## src/design/tlfq_pkg.sv

```systemverilog
package tlfq_pkg;

  localparam int QUEUE_DEPTH = 16;
  localparam int PID_BITS    = 8;
  localparam int BURST_BITS  = 16;
  localparam int RUN_BITS    = 16;
  localparam int CFG_BITS    = 16;
  localparam int ADDR_W      = 4;

  localparam int IDX_W = $clog2(QUEUE_DEPTH);
  localparam int CNT_W = $clog2(QUEUE_DEPTH + 1);
  localparam int SUM_W = CNT_W + 1;

  localparam logic [1:0] REG_TOP_SLICE   = 2'd0;
  localparam logic [1:0] REG_TOP_QUANTUM = 2'd1;
  localparam logic [1:0] REG_LOW_SLICE   = 2'd2;
  localparam logic [1:0] REG_LOW_QUANTUM = 2'd3;

  typedef logic [IDX_W-1:0] idx_t;
  typedef logic [CNT_W-1:0] cnt_t;

  typedef struct packed {
    logic        kind;
    logic [7:0]  new_pid;
    logic [15:0] new_burst;
  } tick_t;

  typedef struct packed {
    logic [31:0] now;
    logic        ran;
    logic [7:0]  ran_pid;
    logic        ran_queue;
    logic        finished;
    logic [31:0] completion_time;
    logic        add_dropped;
  } result_t;

  typedef struct packed {
    logic [PID_BITS-1:0]   pid;
    logic [BURST_BITS-1:0] remaining;
    logic [RUN_BITS-1:0]   run;
  } entry_t;

  // write requests into one queue; later fields take priority
  typedef struct packed {
    logic   add_en;
    idx_t   add_idx;
    entry_t add_data;
    logic   upd_en;
    idx_t   upd_idx;
    entry_t upd_data;
    logic   req_en;
    idx_t   req_idx;
    entry_t req_data;
  } qwr_t;

  typedef struct packed {
    logic [1:0][CFG_BITS-1:0] slice;
    logic [1:0][CFG_BITS-1:0] quantum;
  } cfg_t;

  // head plus offset, offset at most QUEUE_DEPTH
  function automatic idx_t wrap_idx(logic [SUM_W-1:0] s);
    logic [SUM_W-1:0] r;
    r = s;
    if (s >= SUM_W'(QUEUE_DEPTH)) begin
      r = s - SUM_W'(QUEUE_DEPTH);
    end
    return r[IDX_W-1:0];
  endfunction

endpackage

```

## src/design/tlfq_regs.sv

```systemverilog
module tlfq_regs (
  input  logic                  clk,
  input  logic                  rst,
  input  logic                  psel,
  input  logic                  penable,
  input  logic                  pwrite,
  input  logic [tlfq_pkg::ADDR_W-1:0] paddr,
  input  logic [31:0]           pwdata,
  output logic [31:0]           prdata,
  output logic                  pready,
  output tlfq_pkg::cfg_t        cfg
);
  import tlfq_pkg::*;

  logic [1:0] reg_sel;

  assign reg_sel = paddr[3:2];
  assign pready  = 1'b1;

  always_ff @(posedge clk) begin
    if (rst) begin
      cfg.slice[0]   <= CFG_BITS'(4);
      cfg.quantum[0] <= CFG_BITS'(2);
      cfg.slice[1]   <= CFG_BITS'(4);
      cfg.quantum[1] <= CFG_BITS'(2);
    end else if (psel && penable && pwrite) begin
      unique case (reg_sel)
        REG_TOP_SLICE:   cfg.slice[0]   <= pwdata[CFG_BITS-1:0];
        REG_TOP_QUANTUM: cfg.quantum[0] <= pwdata[CFG_BITS-1:0];
        REG_LOW_SLICE:   cfg.slice[1]   <= pwdata[CFG_BITS-1:0];
        REG_LOW_QUANTUM: cfg.quantum[1] <= pwdata[CFG_BITS-1:0];
        default: ;
      endcase
    end
  end

  always_comb begin
    unique case (reg_sel)
      REG_TOP_SLICE:   prdata = 32'(cfg.slice[0]);
      REG_TOP_QUANTUM: prdata = 32'(cfg.quantum[0]);
      REG_LOW_SLICE:   prdata = 32'(cfg.slice[1]);
      REG_LOW_QUANTUM: prdata = 32'(cfg.quantum[1]);
      default:         prdata = '0;
    endcase
  end

endmodule

```

## src/design/tlfq_queue.sv

```systemverilog
module tlfq_queue (
  input  logic             clk,
  input  tlfq_pkg::qwr_t   wr,
  input  tlfq_pkg::idx_t   rd_idx,
  output tlfq_pkg::entry_t rd_data
);
  import tlfq_pkg::*;

  entry_t entries [QUEUE_DEPTH];

  // requeue beats head update beats add where slots coincide
  always_ff @(posedge clk) begin
    if (wr.add_en) begin
      entries[wr.add_idx] <= wr.add_data;
    end
    if (wr.upd_en) begin
      entries[wr.upd_idx] <= wr.upd_data;
    end
    if (wr.req_en) begin
      entries[wr.req_idx] <= wr.req_data;
    end
  end

  assign rd_data = entries[rd_idx];

endmodule

```

## src/design/two_level_feedback_queue_scheduler.sv

```systemverilog
// Two-level feedback queue scheduler, one time tick per transaction.
//
// tick channel (tick_valid/tick_ready/tick_data): each transaction is one
// tick, optionally adding a process to the active queue first.
// result channel (result_valid/result_ready/result_data): one result per
// tick, in order, giving the tick count, the process that ran, its queue,
// completion and whether the add was dropped.
// APB port: four 16-bit registers at byte addresses 0, 4, 8 and 12
// (top slice, top quantum, low slice, low quantum); pready is always high.
//
// The tick sits in the input register while the queue update and result
// are computed, and both are registered together when the tick advances
// out of the input register. Throughput is one tick per cycle while the
// result is taken, set by the single read of each queue head and the three
// write ports of each queue store.
// A synchronous reset empties both queues, clears the tick count and slice
// timers, selects the top queue and loads the register defaults.
// When result_ready is low the result register holds, the input register
// fills, and tick_ready then drops until the result is taken.
module two_level_feedback_queue_scheduler (
  input  logic                        clk,
  input  logic                        rst,
  input  logic                        psel,
  input  logic                        penable,
  input  logic                        pwrite,
  input  logic [tlfq_pkg::ADDR_W-1:0] paddr,
  input  logic [31:0]                 pwdata,
  output logic [31:0]                 prdata,
  output logic                        pready,
  input  logic                        tick_valid,
  output logic                        tick_ready,
  input  tlfq_pkg::tick_t             tick_data,
  output logic                        result_valid,
  input  logic                        result_ready,
  output tlfq_pkg::result_t           result_data
);
  import tlfq_pkg::*;

  cfg_t    cfg;
  logic    s1_valid;
  tick_t   s1_data;
  logic    advance;

  idx_t    head [2];
  cnt_t    count [2];
  logic [CFG_BITS-1:0] timer [2];
  logic [31:0] tick_count;
  logic    active;

  idx_t    head_next [2];
  cnt_t    count_next [2];
  logic [CFG_BITS-1:0] timer_next [2];
  logic    active_next;

  qwr_t    qwr [2];
  entry_t  qrd [2];

  logic    q;
  idx_t    h;
  cnt_t    c;
  cnt_t    c1;
  logic    full;
  logic    added;
  logic    dropped;
  idx_t    add_idx;
  entry_t  new_ent;
  entry_t  hd;
  logic    ran;
  logic    fin;
  logic [BURST_BITS-1:0] rem_dec;
  logic [RUN_BITS-1:0]   run_inc;
  logic    upd;
  logic    quant_hit;
  logic    pop;
  logic    tq;
  idx_t    req_idx;
  logic [CFG_BITS-1:0] tmr_inc;
  logic [31:0] now;
  result_t res;

  tlfq_regs u_regs (
    .clk     (clk),
    .rst     (rst),
    .psel    (psel),
    .penable (penable),
    .pwrite  (pwrite),
    .paddr   (paddr),
    .pwdata  (pwdata),
    .prdata  (prdata),
    .pready  (pready),
    .cfg     (cfg)
  );

  tlfq_queue u_queue_top (
    .clk     (clk),
    .wr      (qwr[0]),
    .rd_idx  (head[0]),
    .rd_data (qrd[0])
  );

  tlfq_queue u_queue_low (
    .clk     (clk),
    .wr      (qwr[1]),
    .rd_idx  (head[1]),
    .rd_data (qrd[1])
  );

  assign advance    = s1_valid && (!result_valid || result_ready);
  assign tick_ready = !s1_valid || advance;

  always_comb begin
    q       = active;
    h       = head[q];
    c       = count[q];
    full    = (c == CNT_W'(QUEUE_DEPTH));
    added   = s1_data.kind && !full;
    dropped = s1_data.kind && full;
    add_idx = wrap_idx(SUM_W'(h) + SUM_W'(c));
    c1      = c + CNT_W'(added);

    new_ent.pid       = PID_BITS'(s1_data.new_pid);
    new_ent.remaining = BURST_BITS'(s1_data.new_burst);
    new_ent.run       = '0;

    // an empty queue runs the process just added
    hd = (c == '0) ? new_ent : qrd[q];

    ran       = (c1 != '0);
    fin       = ran && (hd.remaining <= BURST_BITS'(1));
    rem_dec   = hd.remaining - BURST_BITS'(1);
    run_inc   = hd.run + RUN_BITS'(1);
    upd       = ran && !fin;
    quant_hit = upd && (run_inc == cfg.quantum[q]);
    pop       = fin || quant_hit;

    // demotion falls back to the top queue when the lower one is full
    if (q == 1'b0) begin
      tq = (count[1] != CNT_W'(QUEUE_DEPTH));
    end else begin
      tq = 1'b1;
    end
    if (tq == q) begin
      req_idx = wrap_idx(SUM_W'(h) + SUM_W'(c1));
    end else begin
      req_idx = wrap_idx(SUM_W'(head[1]) + SUM_W'(count[1]));
    end

    head_next  = head;
    count_next = count;
    timer_next = timer;
    if (pop) begin
      head_next[q] = wrap_idx(SUM_W'(h) + SUM_W'(1));
    end
    count_next[q] = c1 - CNT_W'(pop);
    if (quant_hit) begin
      count_next[tq] = count_next[tq] + CNT_W'(1);
    end

    tmr_inc     = timer[q] + CFG_BITS'(1);
    active_next = active;
    if (tmr_inc == cfg.slice[q]) begin
      timer_next[q] = '0;
      active_next   = ~q;
    end else begin
      timer_next[q] = tmr_inc;
    end

    for (int i = 0; i < 2; i++) begin
      qwr[i].add_en   = advance && added && (q == 1'(i));
      qwr[i].add_idx  = add_idx;
      qwr[i].add_data = new_ent;
      qwr[i].upd_en   = advance && upd && (q == 1'(i));
      qwr[i].upd_idx  = h;
      qwr[i].upd_data = '{pid: hd.pid, remaining: rem_dec, run: run_inc};
      qwr[i].req_en   = advance && quant_hit && (tq == 1'(i));
      qwr[i].req_idx  = req_idx;
      qwr[i].req_data = '{pid: hd.pid, remaining: rem_dec, run: '0};
    end

    now                 = tick_count + 32'd1;
    res.now             = now;
    res.ran             = ran;
    res.ran_pid         = ran ? 8'(hd.pid) : 8'd0;
    res.ran_queue       = q;
    res.finished        = fin;
    res.completion_time = fin ? now : 32'd0;
    res.add_dropped     = dropped;
  end

  always_ff @(posedge clk) begin
    if (rst) begin
      s1_valid     <= 1'b0;
      result_valid <= 1'b0;
      head[0]      <= '0;
      head[1]      <= '0;
      count[0]     <= '0;
      count[1]     <= '0;
      timer[0]     <= '0;
      timer[1]     <= '0;
      tick_count   <= '0;
      active       <= 1'b0;
    end else begin
      if (tick_valid && tick_ready) begin
        s1_valid <= 1'b1;
      end else if (advance) begin
        s1_valid <= 1'b0;
      end
      if (advance) begin
        result_valid <= 1'b1;
        head         <= head_next;
        count        <= count_next;
        timer        <= timer_next;
        tick_count   <= now;
        active       <= active_next;
      end else if (result_ready) begin
        result_valid <= 1'b0;
      end
    end
  end

  always_ff @(posedge clk) begin
    if (tick_valid && tick_ready) begin
      s1_data <= tick_data;
    end
    if (advance) begin
      result_data <= res;
    end
  end

endmodule
```

## config.mk

```make
export PLATFORM = sky130hd
export DESIGN_NAME = two_level_feedback_queue_scheduler
export DESIGN_NICKNAME = d
export VERILOG_FILES = /design/src/design/tlfq_pkg.sv /design/src/design/tlfq_regs.sv /design/src/design/tlfq_queue.sv /design/src/design/two_level_feedback_queue_scheduler.sv
export SDC_FILE = /design/constraint.sdc
export NUM_CORES = 2
export LEC_CHECK = 0
export BUFFER_PORTS_ARGS = -buffer_cell sky130_fd_sc_hd__buf_2
export CAP_MARGIN = 20
export CORE_MARGIN = 1
export CORE_UTILIZATION = 48
export CTS_BUF_LIST = sky130_fd_sc_hd__clkbuf_2 sky130_fd_sc_hd__clkbuf_4 sky130_fd_sc_hd__clkbuf_8
export CTS_CLUSTER_DIAMETER = 80
export CTS_CLUSTER_SIZE = 10
export DETAILED_ROUTE_END_ITERATION = 10
export PLACE_DENSITY = 0.66
export SETUP_SLACK_MARGIN = 0.02
export SYNTH_ARGS = -nofsm -noshare
export SYNTH_HDL_FRONTEND = slang
export SYNTH_SLANG_ARGS = --single-unit
```

## constraint.sdc

```tcl
create_clock -name clk -period 6.9 [get_ports clk]
set_clock_uncertainty 0.1 [all_clocks]
set_input_delay 0.345 -clock clk [delete_from_list [all_inputs] [get_ports clk]]
set_output_delay 0.345 -clock clk [all_outputs]
set_load 0.02 [all_outputs]
```

Word-level counts from Yosys, hierarchy flattened
Memory sizes are Yosys's and may differ from the RTL's. A register that Yosys moved wholly into a read port is not among the register bits.
Index checks and enable logic that the tools add are counted.
{"block": "word_totals", "mem_bits_rw": 1280, "out_inout_bits": 111, "ff_bits": 250, "inputBits": 68, "word_cells": 165, "mem_count": 2}
{"memory": "u_queue_low.entries", "depth": 16, "word_bits": 40, "read_ports": 1, "rd_clocked_by_memory_dff": 1, "wr": 3, "line": "tlfq_queue.sv:9", "text": "entry_t entries [QUEUE_DEPTH];"}
{"memory": "u_queue_top.entries", "depth": 16, "word_bits": 40, "read_ports": 1, "rd_clocked_by_memory_dff": 1, "wr": 3, "line": "tlfq_queue.sv:9"}
{"block": "op_classes", "eq_ne": 8, "n_bitwise": 6, "addsub": 15, "n_mux": 62, "magnitude_cmp": 10, "reduce_logical": 38}
{"operator": "$mux W40", "n": 4}
{"operator": "$mux W16", "n": 8}
{"operator": "$pmux W32 S4", "n": 1}
{"operator": "$mux W4", "n": 14}
{"operator": "$mux W5", "n": 8}
{"operator": "$add A16 B1 Y16 const B", "n": 2}
{"operator": "$add A32 B1 Y32 const B", "n": 1}
{"operator": "$and A32 B32 Y32", "n": 1}
{"operator": "$bwmux W32", "n": 1}
{"operator": "$eq A16 B16 Y1", "n": 2}
{"operator": "$mux W32", "n": 1}
{"operator": "$not A32 Y32", "n": 1}
{"operator": "$bwmux W10", "n": 2}
{"operator": "$logic_and A1 B1 Y1", "n": 20}
{"operator": "$add A4 B5 Y6", "n": 3}
{"operator": "$ge A6 B5 Y1 const B", "n": 3}
{"operator": "$mux W1", "n": 17}
{"operator": "$demux W16 S1", "n": 1}
{"operator": "$le A16 B1 Y1 const B", "n": 1}
{"operator": "$sub A16 B1 Y16 const B", "n": 1}
{"operator": "$sub A4 B1 Y4 const B", "n": 4}
{"operator": "$reduce_and A2 Y1", "n": 6}
{"operator": "$demux W5 S1", "n": 2}
{"operator": "$mux W10", "n": 1}
{"operator": "23 further kinds", "n": 34}

Logic depth before layout (Yosys ltp)
{"block": "depth", "word_depth": 22, "depth_mapped": 34}

Cells and area by module
A second synthesis with hierarchy kept.
{"block": "unflattened", "hier_cells": 10151, "hier_area_um2": 96563.9}
{"mod": "tlfq_queue at u_queue_top", "area_per_inst_um2": 40923.0, "n_inst": 1, "cells_each": 4326, "seq_area_each_um2": 19218.4}
{"mod": "tlfq_queue at u_queue_low", "area_per_inst_um2": 40898.0, "n_inst": 1, "cells_each": 4326, "seq_area_each_um2": 19218.4}
{"mod": "two_level_feedback_queue_scheduler", "area_per_inst_um2": 11612.4, "n_inst": 1, "cells_each": 1208, "seq_area_each_um2": 4734.5}
{"mod": "tlfq_regs", "area_per_inst_um2": 3130.5, "n_inst": 1, "cells_each": 291, "seq_area_each_um2": 1281.2}

Least setup slack after synthesis
OpenSTA, ideal clock, no wires.
{"block": "synth_path", "kind": "reg-to-reg", "start": "register active", "end": "memory u_queue_top.entries[7][16] (netlist name) (enable)", "arrival_time_ps": 6617, "path_stages_with_launch": 26, "n_path_buf": 14, "required_ps": 6416, "path_slack_ps": -202, "cell_sequence": "dfxtp_1 buf_2 buf_4 buf_4 buf_4 buf_4 buf_2 clkbuf_1 buf_2 buf_2 buf_1 clkbuf_1 mux2_2 ha_1 ha_1 ha_1 a21o_1 a21oi_1 xor2_1 xnor2_1 o21a_1 buf_2 buf_2 o41ai_4 buf_4 nand2b_1"}
{"element": "start: declaration", "line": "two_level_feedback_queue_scheduler.sv:48", "text": "logic active;"}
{"element": "start signal: assignment", "line": "two_level_feedback_queue_scheduler.sv:214", "text": "active <= active_next;"}
{"element": "end: declaration", "line": "tlfq_queue.sv:9"}

Final worst setup path
{"block": "layout_path", "start": "register active", "end": "register count[4] (netlist name)"}
{"block": "layout_between", "elab_chain_len": 22, "elab_cells_between_ends": 44, "cone_classes": "add/sub: 4; order compare: 5; eq/ne: 2; mux: 20; bitwise: 2; reduce/logical: 11"}
{"element": "parallel branches: the longest is 21 deep, another holds $add A16 B1 Y16"}
{"element": "$mux W10 *", "line": "two_level_feedback_queue_scheduler.sv:155", "text": "if (quant_hit) begin"}
{"element": "end signal: assignment", "line": "two_level_feedback_queue_scheduler.sv:211", "text": "count <= count_next;"}
{"element": "end: declaration", "line": "two_level_feedback_queue_scheduler.sv:45", "text": "cnt_t count [2];"}
Every way passes the cells marked *. The select of a mux whose other input is x is not followed.
A chain may end at the register's enable or synchronous reset.

==> summary.md <==
The run finished with clean final reports. The longest clock path from root to sink contains 3 buffers. For this run, the leading register cell type out of synthesis is sky130_fd_sc_hd__edfxtp_1. STA classifies the critical path startpoint as a register. The fraction of registers with async set or reset after synthesis was 0; the switching fraction of total power was 0.2564. The period utilization came out at 0.9669. The area of the multi-input gates came out at 34460 um^2. The region available for standard cell placement spans 158600 um^2. Internal power component: 12.76 mW.

179 I/O pins were placed. In this run the register-to-register setup slack is 0.23 ns. Entering global routing, the biggest net connects 84 pins. The path with the worst hold slack has its endpoint at new_ent[28]$_DFFE_PP_.

The H-tree generated during clock tree synthesis spans 4 levels. The final core area utilization came out at 0.5312. The sequential cell area in the final layout is 39510 um^2, and the post-synthesis share of cell area spent on and, or, nand and nor gates is 0.09811. The die covers 161400 um^2. The worst path meets setup with 0.2285 ns of slack.

Dividing total power by cell area gives a power density of 203.7 nW/um^2. The worst setup slack before clock tree synthesis was 0.4197 ns. After synthesis the cells add up to 76730 um^2. The count of final setup violators is 0, and the die width is 401.8 um.

Summed over all layers, the routed wires come to 243700 um. At the worst endpoint, the required time is 7.63 ns. The static power due to leakage is 28.61 nW. Startpoint of the most critical register-to-register path: active$_SDFFE_PP0P_.

The worst-case headroom to the max-slew limit was 0.2358; the share of cells above drive strength 1 was 0.3131. The share of the synthesized area in compound gates (AO/OA/AOI/OAI) was 0.08643. Counting flops with a built-in enable in the synthesized netlist gives 869. The worst hold path was traced through 2 stages. The effective utilization at floorplan came out at 0.4839. The root buffer selected by CTS was sky130_fd_sc_hd__clkbuf_8. For the upper clock frequency limit, the log shows 0.1499 GHz.

The logs give 0.9171 for the routability congestion estimate from global placement and 0 for the total count of max-transition violations in the final report. The logs give 0 for the max-capacitance violation count and 7261 for the number of DRC markers in iteration 0. For the CTS sink count, the log shows 1538. The portion of total power attributed to combinational logic came out at 0.093.

For the final routed database, the setup TNS stands at 0 ns. By area, the combinational part of the netlist is dominated by multiplexers. Synthesis instantiated 93 different standard cells from the library.

In this run the most critical hold path is launched from tick_data[12]. The adder and majority cell fraction of the synthesized area was 0.004533. Leading area contributor after synthesis: sky130_fd_sc_hd__edfxtp_1. The logs give 0 for the final routed DRC violation total and 151600 um for the half-perimeter wire length after placement.

Measured along the y axis, the die boundary spans 401.8 um. STA classifies the critical path endpoint as a register. For the part of the total power dissipated in sequential elements, the log shows 0.570. By area the synthesized netlist is led by sky130_fd_sc_hd__edfxtp_1 (34%), sky130_fd_sc_hd__dfxtp_1 (17%), sky130_fd_sc_hd__mux2_2 (11%), sky130_fd_sc_hd__mux4_2 (8.8%), sky130_fd_sc_hd__a22oi_1 (4.0%). The portion of netlist area occupied by mux cells is 0.2327. The worst min-delay path category was input pin to register. The synthesized area per cell was 12.35 um^2; the area overhead of the layout relative to synthesis was 9.775%.

After clock tree synthesis, the clock-pin slew on the worst setup and hold paths is 0.08 ns. After synthesis, the most frequently instantiated cells are sky130_fd_sc_hd__edfxtp_1 (869), sky130_fd_sc_hd__mux2_2 (725), sky130_fd_sc_hd__dfxtp_1 (669), sky130_fd_sc_hd__nor2_1 (585), sky130_fd_sc_hd__nand2_1 (437). At the end of the flow, the number of nets in the layout was 6458. Data on the critical path arrives at its endpoint at 7.41 ns. The worst setup path is of the register to register kind. Before antenna repair, the detailed router went through 6 iterations. The run gives 3 as the initial antenna violation count. The run gives 17.15 mW as the total power.

In the routed layout, each cell is associated on average with a via count of 6.458. TritonCTS built the clock tree. The xor and xnor area share after synthesis was 0.01950; the clock group share of total power was 0.337. The worst register-to-register path has a depth of 24. The flip-flop and latch count after synthesis works out to 1538.

The number of buffers inserted by port buffering is 143, and the number of global-route vias before repair is 53452. Synthesis produced 6214 cells. The share of the synthesized area in the top cell type is 0.3401, and the worst-margin pin slew is 1.134 ns.

The run gives 0 as the remaining global-route overflow. For this block, the via count after detailed routing is 54831. The total of warnings raised by yosys is 0. The total count of hold-check failures in the final report came out at 0. Share of the yosys chip area belonging to registers: 0.5147. The tools report the row count as 146.

Setup repair after global routing left no endpoint under its margin. Once detail routing completed, the nets flagged for antenna violations numbered 0. The tools report the first-pass GRT wire length as 356600 um. The per-cell routed wire length was 28.70 um; the net switching power figure was 4.398 mW.

Worst hold slack across all endpoints: 0.06371 ns. Of all nets on the critical path, the largest fanout is 21. IR analysis of the VDD net gives a maximum drop of 0.0002202 V. Number of fill cells in the layout: 13380. Counting the buffers created by CTS gives 172. Cell with the most instances after synthesis: sky130_fd_sc_hd__edfxtp_1. The global-route total usage across every layer is 0.2960. The clock insertion delay at the later pin of the skew report is 0.96 ns, and the minimum period implied by the final worst setup slack is 6.671 ns.

The terminus of the critical flop-to-flop path was count[4]$_SDFFE_PP0P_.
## power groups by stage
| stage | Sequential, mW | Clock [mW] | Combinational, mW |
|---|---|---|---|
| after CTS | 9.77 | 5.87 | 1.56 |
| after detailed placement | 9.98 | 0 | 1.52 |
| after global placement | 9.98 | 0 | 1.48 |
| after floorplan | 10.0 | 0 | 0.953 |
| after global routing | 9.78 | 6.20 | 1.67 |
| final | 9.77 | 5.78 | 1.60 |
## routing by layer
layer  vias to the layer above  wire (um)  track usage
met4                         0      11410       0.1339
met2                      3073     112600       0.4645
met1                     27738      95680       0.3977
met3                       575      23950      0.05723
li1                      23445          -            -
met5                         -          0            0
## cell usage in the layout (no fill, tap or decap), types with 22 or more instances in the layout
cell	synthesis	routed
sky130_fd_sc_hd__or3_1	27	26
sky130_fd_sc_hd__nand2_1	437	437
sky130_fd_sc_hd__a21oi_1	287	286
sky130_fd_sc_hd__and2_1	57	56
sky130_fd_sc_hd__nand4_1	35	35
sky130_fd_sc_hd__nor3_2	13	38
sky130_fd_sc_hd__buf_4	94	332
sky130_fd_sc_hd__a211oi_1	25	25
sky130_fd_sc_hd__or2_2	31	31
sky130_fd_sc_hd__mux4_2	301	301
sky130_fd_sc_hd__xnor2_1	83	66
sky130_fd_sc_hd__mux2_1	34	34
sky130_fd_sc_hd__xor2_1	75	64
sky130_fd_sc_hd__nand3b_1	22	22
sky130_fd_sc_hd__dfxtp_1	669	662
sky130_fd_sc_hd__o22ai_1	23	23
sky130_fd_sc_hd__dlygate4sd3_1	0	67
sky130_fd_sc_hd__mux2_2	725	725
sky130_fd_sc_hd__clkbuf_8	0	174
sky130_fd_sc_hd__nor3_1	61	36
sky130_fd_sc_hd__edfxtp_1	869	869
sky130_fd_sc_hd__ha_1	23	23
sky130_fd_sc_hd__o21ai_0	63	62
sky130_fd_sc_hd__buf_2	107	142
sky130_fd_sc_hd__mux2i_1	154	154
sky130_fd_sc_hd__mux2_4	57	57
sky130_fd_sc_hd__nor2_1	585	584
sky130_fd_sc_hd__inv_1	41	39
sky130_fd_sc_hd__a22oi_1	407	407
sky130_fd_sc_hd__nand3_1	204	204
sky130_fd_sc_hd__clkbuf_4	0	33
sky130_fd_sc_hd__buf_12	9	39
## registers in the layout, summed over array words and instances, names as in the netlist, named ones only
signal	count
active	1
count	10
head	8
new_ent	24
result_data	76
result_valid	1
s1_data	1
s1_valid	1
tick_count	32
timer	32
u_queue_low.entries	640
u_queue_top.entries	640
u_regs.cfg	64
## final cells by class
class / instances / share of cell area
antenna: 6 / 0.0001783
timing repair buffer: 580 / 0.05526
tap: 2072 / 0.03078
sequential: 1538 / 0.4691
inverter: 47 / 0.002124
clock inverter: 16 / 0.002035
clock buffer: 207 / 0.03137
multi-input combinational: 4025 / 0.4091
## worst max path at each step
stage	startpoint	cells past startpoint	slack [ns]	endpoint
2_1_floorplan	active$_SDFFE_PP0P_	23	0.02	u_queue_low.entries[15][16]$_DFFE_PP_
3_3_place_gp	count[5]$_SDFFE_PP0P_	25	0.45	count[9]$_SDFFE_PP0P_
3_5_place_dp	count[5]$_SDFFE_PP0P_	24	0.42	count[4]$_SDFFE_PP0P_
4_1_cts	count[5]$_SDFFE_PP0P_	24	0.38	count[4]$_SDFFE_PP0P_
5_1_grt	register	23	0.05	count[9]$_SDFFE_PP0P_
6_report	active$_SDFFE_PP0P_	24	0.23	count[4]$_SDFFE_PP0P_
## per-stage QoR
stage                     cells  instance area, um^2
after global routing       8486                84210
after CTS                  8483                84170
after floorplan            6229                76790
after global placement     8193                80680
final                      8491                84230
after detailed placement   8193                80680
## worst max-delay path: stages, from the launching register on
cell                       delay, ns
sky130_fd_sc_hd__dfxtp_4        0.61
sky130_fd_sc_hd__nor3b_1        0.29
sky130_fd_sc_hd__nand2_1        0.46
sky130_fd_sc_hd__nand2_1        0.42
sky130_fd_sc_hd__buf_4          0.26
sky130_fd_sc_hd__a21oi_1        0.06
sky130_fd_sc_hd__a21oi_1        0.35
sky130_fd_sc_hd__ha_1           0.44
sky130_fd_sc_hd__o21bai_1       0.12
sky130_fd_sc_hd__or3b_2         0.56
sky130_fd_sc_hd__o31ai_1        0.41
sky130_fd_sc_hd__buf_4          0.24
sky130_fd_sc_hd__nor3b_1        0.07
sky130_fd_sc_hd__a31oi_1        0.23
sky130_fd_sc_hd__inv_1          0.07
sky130_fd_sc_hd__ha_1           0.22
sky130_fd_sc_hd__ha_1           0.26
sky130_fd_sc_hd__nand2_1        0.07
sky130_fd_sc_hd__o21ai_0        0.08
sky130_fd_sc_hd__a32oi_1        0.26
sky130_fd_sc_hd__xor2_1         0.32
sky130_fd_sc_hd__o21bai_1       0.12
sky130_fd_sc_hd__xor2_1         0.16
sky130_fd_sc_hd__nor3b_1        0.15
sky130_fd_sc_hd__nor4_1         0.25
## what timing repair did
item	in CTS	in global routing
endpoints found under the hold margin	111	0
setup buffers	0	0
hold buffers	67	0
setup endpoints to repair	0	2
resized for setup	0	1
## kinds of logic after synthesis
family                   after synthesis
multiplexers                        1276
XOR/XNOR                             163
buffers and inverters                666
adder cells (fa/ha/maj)               26
flip-flops                          1538
AND/OR/NAND/NOR                     1594
AO/OA/AOI/OAI                        949
other                                  2
No activity file was read; power rests on OpenSTA's default activity.
